$ cat src/hw/rtl/sstp_pkg.sv
// ----------------------------------------------------------------------------
// Sprite sheet tile packer package
// Shared widths, register indexes, configuration and stage types, and the
// grid sizing function used by the packer core.
// ----------------------------------------------------------------------------
package sstp_pkg;

	localparam int MAX_TILE_DIM    = 1024;
	localparam int MAX_TILES       = 256;
	localparam int MAX_SIDE        = 16;
	localparam int BYTES_PER_PIXEL = 4;

	localparam int DIM_W  = 11;
	localparam int CNT_W  = 9;
	localparam int GRID_W = 5;
	localparam int COL_W  = 4;
	localparam int ROW_W  = 9;
	localparam int PIX_W  = 10;
	localparam int CH_W   = 2;
	localparam int BYTE_W = 8;
	localparam int ADDR_W = 30;
	localparam int IDX_W  = 2;

	// Row and column coordinates in the sheet and the sheet width in pixels.
	localparam int Y_W  = 21;
	localparam int X_W  = 16;
	localparam int SW_W = 16;
	localparam int LIN_W = ADDR_W - CH_W;

	typedef logic [IDX_W-1:0] reg_idx_t;
	localparam reg_idx_t REG_TILE_WIDTH  = 2'd0;
	localparam reg_idx_t REG_TILE_HEIGHT = 2'd1;
	localparam reg_idx_t REG_TILE_COUNT  = 2'd2;

	localparam logic [CH_W-1:0] LAST_CHANNEL = CH_W'(BYTES_PER_PIXEL - 1);

	typedef struct packed {
		logic [GRID_W-1:0] cols;
		logic [GRID_W-1:0] rows;
	} grid_t;

	// Clamped configuration as seen by the datapath.
	typedef struct packed {
		logic [DIM_W-1:0]  tile_w;
		logic [DIM_W-1:0]  tile_h;
		logic [CNT_W-1:0]  count;
		grid_t             grid;
	} cfg_t;

	// One byte after the position walk, before address arithmetic.
	typedef struct packed {
		logic              write;
		logic [BYTE_W-1:0] data;
		logic              last;
		logic              err;
		logic [CH_W-1:0]   ch;
		logic [PIX_W-1:0]  px;
		logic [PIX_W-1:0]  py;
		logic [COL_W-1:0]  col;
		logic [ROW_W-1:0]  row;
	} walk_t;

	function automatic logic [DIM_W-1:0] clamp_dim(input logic [DIM_W-1:0] v);
		logic [DIM_W-1:0] r;
		r = v;
		if (v == '0) begin
			r = DIM_W'(1);
		end else if (v > DIM_W'(MAX_TILE_DIM)) begin
			r = DIM_W'(MAX_TILE_DIM);
		end
		return r;
	endfunction

	function automatic logic [CNT_W-1:0] clamp_count(input logic [CNT_W-1:0] v);
		logic [CNT_W-1:0] r;
		r = v;
		if (v == '0) begin
			r = CNT_W'(1);
		end else if (v > CNT_W'(MAX_TILES)) begin
			r = CNT_W'(MAX_TILES);
		end
		return r;
	endfunction

	// The grid grows as 2x1, 2x2, 3x2, 3x3, ... and stops at the first size
	// that holds n tiles. Scanning from the largest side down lets the
	// smallest fitting size win; within one side the k by k-1 shape comes first.
	function automatic grid_t grid_for(input logic [CNT_W-1:0] n);
		grid_t g;
		int    k;
		g.cols = GRID_W'(1);
		g.rows = GRID_W'(1);
		if (n > CNT_W'(1)) begin
			for (k = MAX_SIDE; k >= 2; k--) begin
				if (int'(n) <= k * k) begin
					g.cols = GRID_W'(k);
					g.rows = GRID_W'(k);
				end
				if (int'(n) <= k * (k - 1)) begin
					g.cols = GRID_W'(k);
					g.rows = GRID_W'(k - 1);
				end
			end
		end
		return g;
	endfunction

endpackage

$ cat src/hw/rtl/sstp_cfg.sv
// ----------------------------------------------------------------------------
// Sprite sheet tile packer configuration registers
// Holds the clamped tile size and tile count and the grid derived from them.
// ----------------------------------------------------------------------------
module sstp_cfg (
	input  logic                          clk,
	input  logic                          arst_n,
	input  logic                          cfg_we,
	input  sstp_pkg::reg_idx_t            cfg_index,
	input  logic [sstp_pkg::DIM_W-1:0]    cfg_data,
	output sstp_pkg::cfg_t                cfg
);

	sstp_pkg::cfg_t cfg_q;

	// The grid is recomputed in the same cycle as a tile count write.
	always_ff @(posedge clk or negedge arst_n) begin
		if (!arst_n) begin
			cfg_q.tile_w    <= sstp_pkg::DIM_W'(1);
			cfg_q.tile_h    <= sstp_pkg::DIM_W'(1);
			cfg_q.count     <= sstp_pkg::CNT_W'(1);
			cfg_q.grid.cols <= sstp_pkg::GRID_W'(1);
			cfg_q.grid.rows <= sstp_pkg::GRID_W'(1);
		end else if (cfg_we) begin
			unique case (cfg_index)
				sstp_pkg::REG_TILE_WIDTH: begin
					cfg_q.tile_w <= sstp_pkg::clamp_dim(cfg_data);
				end
				sstp_pkg::REG_TILE_HEIGHT: begin
					cfg_q.tile_h <= sstp_pkg::clamp_dim(cfg_data);
				end
				sstp_pkg::REG_TILE_COUNT: begin
					cfg_q.count <= sstp_pkg::clamp_count(cfg_data[sstp_pkg::CNT_W-1:0]);
					cfg_q.grid  <= sstp_pkg::grid_for(
						sstp_pkg::clamp_count(cfg_data[sstp_pkg::CNT_W-1:0]));
				end
				default: begin
				end
			endcase
		end
	end

	assign cfg = cfg_q;

endmodule

$ cat src/hw/rtl/sstp_walk.sv
// ----------------------------------------------------------------------------
// Sprite sheet tile packer position walk
// Accepts source bytes, checks the tile size, and steps the channel, pixel,
// line and tile counters. Registers the byte and its position for the
// address stage.
// ----------------------------------------------------------------------------
module sstp_walk (
	input  logic                          clk,
	input  logic                          arst_n,
	input  sstp_pkg::cfg_t                cfg,
	input  logic                          in_valid,
	output logic                          in_ready,
	input  logic [sstp_pkg::BYTE_W-1:0]   byte_value,
	input  logic [sstp_pkg::DIM_W-1:0]    src_width,
	input  logic [sstp_pkg::DIM_W-1:0]    src_height,
	input  logic                          s1_take,
	output logic                          valid_s1,
	output sstp_pkg::walk_t               item_s1
);

	logic [sstp_pkg::CNT_W-1:0] tile_index_q;
	logic [sstp_pkg::COL_W-1:0] tile_column_q;
	logic [sstp_pkg::ROW_W-1:0] tile_row_q;
	logic [sstp_pkg::PIX_W-1:0] pixel_x_q;
	logic [sstp_pkg::PIX_W-1:0] pixel_y_q;
	logic [sstp_pkg::CH_W-1:0]  channel_q;
	logic                       error_q;

	logic                       accept;
	logic                       active;
	logic                       mismatch;
	logic                       advance;
	logic [sstp_pkg::DIM_W-1:0] px_inc;
	logic [sstp_pkg::DIM_W-1:0] py_inc;
	logic [sstp_pkg::CNT_W:0]   idx_inc;
	logic [sstp_pkg::GRID_W-1:0] col_inc;
	logic                       ch_wrap;
	logic                       px_wrap;
	logic                       py_wrap;
	logic                       col_wrap;
	sstp_pkg::walk_t            item_d;

	assign in_ready = !valid_s1 || s1_take;
	assign accept   = in_valid && in_ready;

	// The counters stop once all tiles are placed or after a size mismatch.
	assign active   = !error_q && (tile_index_q < cfg.count);
	assign mismatch = (src_width != cfg.tile_w) || (src_height != cfg.tile_h);
	assign advance  = accept && active && !mismatch;

	assign px_inc   = sstp_pkg::DIM_W'(pixel_x_q) + sstp_pkg::DIM_W'(1);
	assign py_inc   = sstp_pkg::DIM_W'(pixel_y_q) + sstp_pkg::DIM_W'(1);
	assign idx_inc  = (sstp_pkg::CNT_W+1)'(tile_index_q) + (sstp_pkg::CNT_W+1)'(1);
	assign col_inc  = sstp_pkg::GRID_W'(tile_column_q) + sstp_pkg::GRID_W'(1);

	assign ch_wrap  = (channel_q == sstp_pkg::LAST_CHANNEL);
	assign px_wrap  = (px_inc >= cfg.tile_w);
	assign py_wrap  = (py_inc >= cfg.tile_h);
	assign col_wrap = (col_inc >= cfg.grid.cols);

	always_comb begin
		item_d       = '0;
		item_d.write = active && !mismatch;
		item_d.data  = byte_value;
		item_d.err   = error_q || (active && mismatch);
		item_d.ch    = channel_q;
		item_d.px    = pixel_x_q;
		item_d.py    = pixel_y_q;
		item_d.col   = tile_column_q;
		item_d.row   = tile_row_q;
		item_d.last  = active && !mismatch && ch_wrap
			&& (idx_inc == (sstp_pkg::CNT_W+1)'(cfg.count))
			&& (px_inc == cfg.tile_w) && (py_inc == cfg.tile_h);
	end

	always_ff @(posedge clk or negedge arst_n) begin
		if (!arst_n) begin
			valid_s1      <= 1'b0;
			tile_index_q  <= '0;
			tile_column_q <= '0;
			tile_row_q    <= '0;
			pixel_x_q     <= '0;
			pixel_y_q     <= '0;
			channel_q     <= '0;
			error_q       <= 1'b0;
		end else begin
			if (in_ready) begin
				valid_s1 <= in_valid;
			end
			if (accept && active && mismatch) begin
				error_q <= 1'b1;
			end
			if (advance) begin
				channel_q <= channel_q + sstp_pkg::CH_W'(1);
				if (ch_wrap) begin
					if (px_wrap) begin
						pixel_x_q <= '0;
						if (py_wrap) begin
							pixel_y_q    <= '0;
							tile_index_q <= idx_inc[sstp_pkg::CNT_W-1:0];
							if (col_wrap) begin
								tile_column_q <= '0;
								tile_row_q    <= tile_row_q + sstp_pkg::ROW_W'(1);
							end else begin
								tile_column_q <= col_inc[sstp_pkg::COL_W-1:0];
							end
						end else begin
							pixel_y_q <= py_inc[sstp_pkg::PIX_W-1:0];
						end
					end else begin
						pixel_x_q <= px_inc[sstp_pkg::PIX_W-1:0];
					end
				end
			end
		end
	end

	always_ff @(posedge clk) begin
		if (accept) begin
			item_s1 <= item_d;
		end
	end

endmodule

$ cat src/hw/rtl/sstp_addr.sv
// ----------------------------------------------------------------------------
// Sprite sheet tile packer address stages
// Turns a tile position into a sheet byte address in two registered steps
// and holds the finished result for the output channel.
// ----------------------------------------------------------------------------
module sstp_addr (
	input  logic                          clk,
	input  logic                          arst_n,
	input  sstp_pkg::cfg_t                cfg,
	input  logic                          valid_s1,
	input  sstp_pkg::walk_t               item_s1,
	output logic                          s1_take,
	output logic                          out_valid,
	input  logic                          out_ready,
	output logic                          write_valid,
	output logic [sstp_pkg::ADDR_W-1:0]   dest_address,
	output logic [sstp_pkg::BYTE_W-1:0]   byte_out,
	output logic                          last,
	output logic                          size_error
);

	logic                        valid_s2;
	logic                        write_s2;
	logic [sstp_pkg::BYTE_W-1:0] data_s2;
	logic                        last_s2;
	logic                        err_s2;
	logic [sstp_pkg::CH_W-1:0]   ch_s2;
	logic [sstp_pkg::Y_W-1:0]    y_s2;
	logic [sstp_pkg::X_W-1:0]    x_s2;
	logic [sstp_pkg::SW_W-1:0]   sw_s2;

	logic                        write_q;
	logic [sstp_pkg::ADDR_W-1:0] addr_q;
	logic [sstp_pkg::BYTE_W-1:0] data_q;
	logic                        last_q;
	logic                        err_q;

	logic                        s2_move;
	logic                        out_move;
	logic [sstp_pkg::Y_W-2:0]    y_mul;
	logic [sstp_pkg::X_W-2:0]    x_mul;
	logic [sstp_pkg::SW_W-1:0]   sw_mul;
	logic [sstp_pkg::LIN_W-1:0]  lin_mul;
	logic [sstp_pkg::LIN_W-1:0]  lin;

	assign out_move = !out_valid || out_ready;
	assign s2_move  = !valid_s2 || out_move;
	assign s1_take  = s2_move;

	// Sheet coordinates of the byte's pixel and the sheet width in pixels.
	assign y_mul  = (sstp_pkg::Y_W-1)'(item_s1.row) * (sstp_pkg::Y_W-1)'(cfg.tile_h);
	assign x_mul  = (sstp_pkg::X_W-1)'(item_s1.col) * (sstp_pkg::X_W-1)'(cfg.tile_w);
	assign sw_mul = sstp_pkg::SW_W'(cfg.grid.cols) * sstp_pkg::SW_W'(cfg.tile_w);

	// Only the low address bits survive, so the row product is cut early.
	assign lin_mul = sstp_pkg::LIN_W'(y_s2) * sstp_pkg::LIN_W'(sw_s2);
	assign lin     = lin_mul + sstp_pkg::LIN_W'(x_s2);

	always_ff @(posedge clk or negedge arst_n) begin
		if (!arst_n) begin
			valid_s2  <= 1'b0;
			out_valid <= 1'b0;
		end else begin
			if (s2_move) begin
				valid_s2 <= valid_s1;
			end
			if (out_move) begin
				out_valid <= valid_s2;
			end
		end
	end

	always_ff @(posedge clk) begin
		if (s2_move && valid_s1) begin
			write_s2 <= item_s1.write;
			data_s2  <= item_s1.data;
			last_s2  <= item_s1.last;
			err_s2   <= item_s1.err;
			ch_s2    <= item_s1.ch;
			y_s2     <= sstp_pkg::Y_W'(y_mul) + sstp_pkg::Y_W'(item_s1.py);
			x_s2     <= sstp_pkg::X_W'(x_mul) + sstp_pkg::X_W'(item_s1.px);
			sw_s2    <= sw_mul;
		end
		if (out_move && valid_s2) begin
			write_q <= write_s2;
			err_q   <= err_s2;
			if (write_s2) begin
				addr_q <= {lin, ch_s2};
				data_q <= data_s2;
				last_q <= last_s2;
			end else begin
				addr_q <= '0;
				data_q <= '0;
				last_q <= 1'b0;
			end
		end
	end

	assign write_valid  = write_q;
	assign dest_address = addr_q;
	assign byte_out     = data_q;
	assign last         = last_q;
	assign size_error   = err_q;

endmodule

$ cat src/hw/rtl/sprite_sheet_tile_packer_core.sv
// ----------------------------------------------------------------------------
// Sprite sheet tile packer core
// Places the bytes of equally sized RGBA tiles into a near-square sheet grid
// and reports the sheet byte address of each one.
// ----------------------------------------------------------------------------
// Pipeline: three register stages: position walk, sheet coordinates, address.
// Throughput: one byte per cycle while out_ready does not stall the output;
// the address arithmetic is split over two stages so no stage feeds one
// product into another.
// Reset: asynchronous; tile size 1x1, tile count 1, grid 1x1, counters and
// the sticky size error cleared. No clearing pass is needed.
module sprite_sheet_tile_packer_core (
	input  logic                          clk,
	input  logic                          arst_n,
	input  logic                          cfg_we,
	input  logic [sstp_pkg::IDX_W-1:0]    cfg_index,
	input  logic [sstp_pkg::DIM_W-1:0]    cfg_data,
	input  logic                          in_valid,
	output logic                          in_ready,
	input  logic [sstp_pkg::BYTE_W-1:0]   byte_value,
	input  logic [sstp_pkg::DIM_W-1:0]    src_width,
	input  logic [sstp_pkg::DIM_W-1:0]    src_height,
	output logic                          out_valid,
	input  logic                          out_ready,
	output logic                          write_valid,
	output logic [sstp_pkg::ADDR_W-1:0]   dest_address,
	output logic [sstp_pkg::BYTE_W-1:0]   byte_out,
	output logic [sstp_pkg::GRID_W-1:0]   sheet_columns,
	output logic [sstp_pkg::GRID_W-1:0]   sheet_rows,
	output logic                          last,
	output logic                          size_error
);

	sstp_pkg::cfg_t  cfg;
	sstp_pkg::walk_t item_s1;
	logic            valid_s1;
	logic            s1_take;

	sstp_cfg u_cfg (
		.clk       (clk),
		.arst_n    (arst_n),
		.cfg_we    (cfg_we),
		.cfg_index (cfg_index),
		.cfg_data  (cfg_data),
		.cfg       (cfg)
	);

	sstp_walk u_walk (
		.clk        (clk),
		.arst_n     (arst_n),
		.cfg        (cfg),
		.in_valid   (in_valid),
		.in_ready   (in_ready),
		.byte_value (byte_value),
		.src_width  (src_width),
		.src_height (src_height),
		.s1_take    (s1_take),
		.valid_s1   (valid_s1),
		.item_s1    (item_s1)
	);

	sstp_addr u_addr (
		.clk          (clk),
		.arst_n       (arst_n),
		.cfg          (cfg),
		.valid_s1     (valid_s1),
		.item_s1      (item_s1),
		.s1_take      (s1_take),
		.out_valid    (out_valid),
		.out_ready    (out_ready),
		.write_valid  (write_valid),
		.dest_address (dest_address),
		.byte_out     (byte_out),
		.last         (last),
		.size_error   (size_error)
	);

	// The grid must only change while the block is idle; the block itself does not enforce this. It is reported live.
	assign sheet_columns = cfg.grid.cols;
	assign sheet_rows    = cfg.grid.rows;

endmodule
$ cat config.mk
export PLATFORM = sky130hd
export DESIGN_NAME = sprite_sheet_tile_packer_core
export DESIGN_NICKNAME = d
export VERILOG_FILES = /design/src/hw/rtl/sstp_pkg.sv /design/src/hw/rtl/sstp_cfg.sv /design/src/hw/rtl/sstp_walk.sv /design/src/hw/rtl/sstp_addr.sv /design/src/hw/rtl/sprite_sheet_tile_packer_core.sv
export SDC_FILE = /design/constraint.sdc
export NUM_CORES = 2
export LEC_CHECK = 0
export CAP_MARGIN = 20
export CORE_AREA = 2 2 261 263
export CTS_CLUSTER_DIAMETER = 80
export CTS_CLUSTER_SIZE = 12
export DETAILED_ROUTE_END_ITERATION = 8
export DIE_AREA = 0 0 263 265
export DONT_BUFFER_PORTS = 1
export PLACE_DENSITY_LB_ADDON = 0.12
export SYNTH_ARGS = -nofsm -noshare
export SYNTH_HDL_FRONTEND = slang
export SYNTH_SLANG_ARGS = --single-unit
$ cat constraint.sdc
create_clock -name clk -period 15.6 [get_ports clk]
set_input_delay 2.34 -clock clk [delete_from_list [all_inputs] [get_ports clk]]
set_output_delay 2.34 -clock clk [all_outputs]
set_load 0.02 [all_outputs]
==> run metrics <==
final antenna-violating net count=0; first-pass GRT wire length=107 mm; area grow syn2layout=5.45%; Yosys warnings=0; Final Hold Viols=0; Cell variety after synth=67; Max-Cap Viols=0; slowest CP cell=edfxtp_1; startpoint types=flop; Reg area=6830 um^2; Clock Pin Slew Worst Setup and Hold Paths=60 ps; Cells after DPL=3579; hold buffers post-CTS=0; core area=66800 um^2; Yosys top cell by area=fa_1; clk sinks=242; Die H=265 um; RSZ-0062 raised after global routing=false; Worst Path Arrival=6970 ps; fillers=6571; Final GP Congestion=0.866; final hold slack=419 ps; fin crit period=6630 ps; H-tree depth=1; buffers added on ports=0; count of endpoints failing setup in the final report=0; synthesized area=27200 um^2; non-filler cells, final=3631; CP max stage delay=810 ps; count of pins over their slew limit=0; io pins=101; initial core utilization=0.407; area of the die=69700 um^2; CTS tree=built; slew margin rel.=0.391; Largest delay share family, worst path=adder cells; Residual DRC=0; final HPWL from detailed placement=51.4 mm; buffers and inverters on the worst path=5; antenna violations before repair=0; sequential element share of the synthesized area=0.251; # resized after CTS=0; Final WS setup=8970 ps; clock buffer depth=3; fin nets=3386; critical path required time=15940 ps; Die W=263 um; Fmax=0.151 GHz; endpoint type of the worst setup path=flop; EDFF count, synth=153; Least-Margin Pin Slew=913 ps; clk_lat worst skew=590 ps; commonest non-fill, non-tap cell in the layout=inv_1; area of the multi-input gates=18000 um^2; All-Layer GR Usage=0.190; Clock Skew=19.1 ps; final worst-path cycle share=0.425; outcome=finished, final reports clean; worst-path cell chain=nand2_1 > fa_1 > inv_1 > fa_1 > inv_1 > fa_1 > inv_1 > fa_1 > inv_1 > fa_1 > inv_1 > fa_1 > ha_1 > nand4_1 > a211oi_1 > o211ai_1 > a211oi_1 > o21ai_0 > a31oi_1 > xnor2_1 > and2_1; Rows=95; Inserted Clock Buffers=29; drt via density=5.03; cells taking the most area after synthesis=fa_1, edfxtp_1, ha_1; #FFs+latches synth=242; post-synth top area share=0.273; WL per Instance=17.6 um; root buf cell=clkbuf_16; Top FF cell, synth=edfxtp_1; largest net degree at the start of global routing=90; drt first pass iters=5; Syn Nets=3486; most frequent cells in the layout=inv_1, nand2_1, fa_1; most used cell, CP=fa_1; worst min-delay path category=flop to flop; critical path class=flop to flop; DP Worst Slack=9010 ps; Avg Synthesized Cell Area=9.58 um^2; antenna cells=0; Syn Inst Count=2837; Worst Path Max Fanout=21; routed vias=18.3k; initial drt markers=1094; Post-CTS Setup Inserts=0; vias in the first global route=19.7k; WL final=63.7 mm; GRT Residual Overflow=0; Post-synth ARST share=0.368; share of cells above drive strength 1=0.0308; setup_tns=0 ps
[cell usage after synthesis (4+ instances only)]
master      n
o31ai_1    12
buf_1       4
xor2_1     46
fa_1      371
or2_2      10
dfstp_2     5
o21ai_0    79
nand4_1    12
and3_1     17
a211oi_1   10
nor2_1     93
o22ai_1    11
o21bai_1   10
a21oi_1    83
nor3_1     30
nand2b_1   31
o21a_1      8
nor4_1     11
a22o_1      8
or3_1       9
a211o_1     4
buf_4      10
ha_1      230
nand3b_1    5
nand3_1    42
inv_1     487
xnor2_1    92
a31oi_1    15
and2_1    196
clkbuf_1  122
dfrtp_1    84
mux2_2      6
nor2b_1    15
o211ai_1    7
edfxtp_1  153
a21o_1     27
nand2_1   434
[flip-flops by register name, summed over array words and instances, names as in the netlist, 2 cells and up]
register and count:
u_addr.y_s2 21, u_walk.pixel_x_q 10, u_walk.item_s1 46, u_walk.tile_index_q 9
u_addr.sw_s2 16, u_addr.data_s2 8, u_addr.byte_out 8, u_cfg.cfg 41
u_walk.tile_column_q 4, u_walk.tile_row_q 9, u_addr.dest_address 30, u_walk.channel_q 2
u_addr.ch_s2 2, u_addr.x_s2 16, u_walk.pixel_y_q 10
[final cells by class]
cell class | count | share of cell area
clock buffer | 40 | 0.0271
clock inverter | 12 | 0.00367
inverter | 487 | 0.0638
multi-input combinational | 1969 | 0.627
sequential | 242 | 0.238
tap | 873 | 0.0381
timing repair buffer | 8 | 0.00210
[worst paths after layout]
check / startpoint / to / slack [ps] / depth (start not counted)
max: u_addr.sw_s2[6] / u_addr.dest_address[29] / 8970 / 21
max in group asynchronous: arst_n / u_cfg.cfg[0] / 13860 / 0
min reg2reg: u_walk.item_s1[42] / u_addr.data_s2[5] / 420 / 0
min: u_walk.item_s1[42] / u_addr.data_s2[5] / 420 / 0
min in group asynchronous: arst_n / u_walk.tile_row_q[6] / 1460 / 0
max reg2reg: u_addr.sw_s2[6] / u_addr.dest_address[29] / 8970 / 21
[logic make-up (layout without fill, tap and decap cells)]
| group | after synthesis | in the layout | share of synthesized area |
|---|---|---|---|
| buf+inv | 626 | 547 | 0.0885 |
| simple gates | 918 | 918 | 0.162 |
| mux | 8 | 8 | 0.00322 |
| xor+xnor | 138 | 138 | 0.0445 |
| flops | 242 | 242 | 0.251 |
| fa+ha+maj | 601 | 601 | 0.379 |
| compound gates | 304 | 304 | 0.0714 |
[metal layers]
metal  track usage  share of wire
met1         0.263           0.47
met2         0.322           0.48
met3        0.0198          0.031
met4        0.0394          0.020
met5             0              0
[stage by stage]
step | instance area, um^2 | util
after floorplan | 27200 | -
after global placement | 27800 | 0.416
after detailed placement | 27800 | 0.416
after CTS | 28700 | 0.429
after global routing | 28700 | 0.429
final | 28700 | 0.429
Power is left out: the tool's default activity adds up to more than one toggle a clock period on the data nets, which glitch-free logic cannot reach.
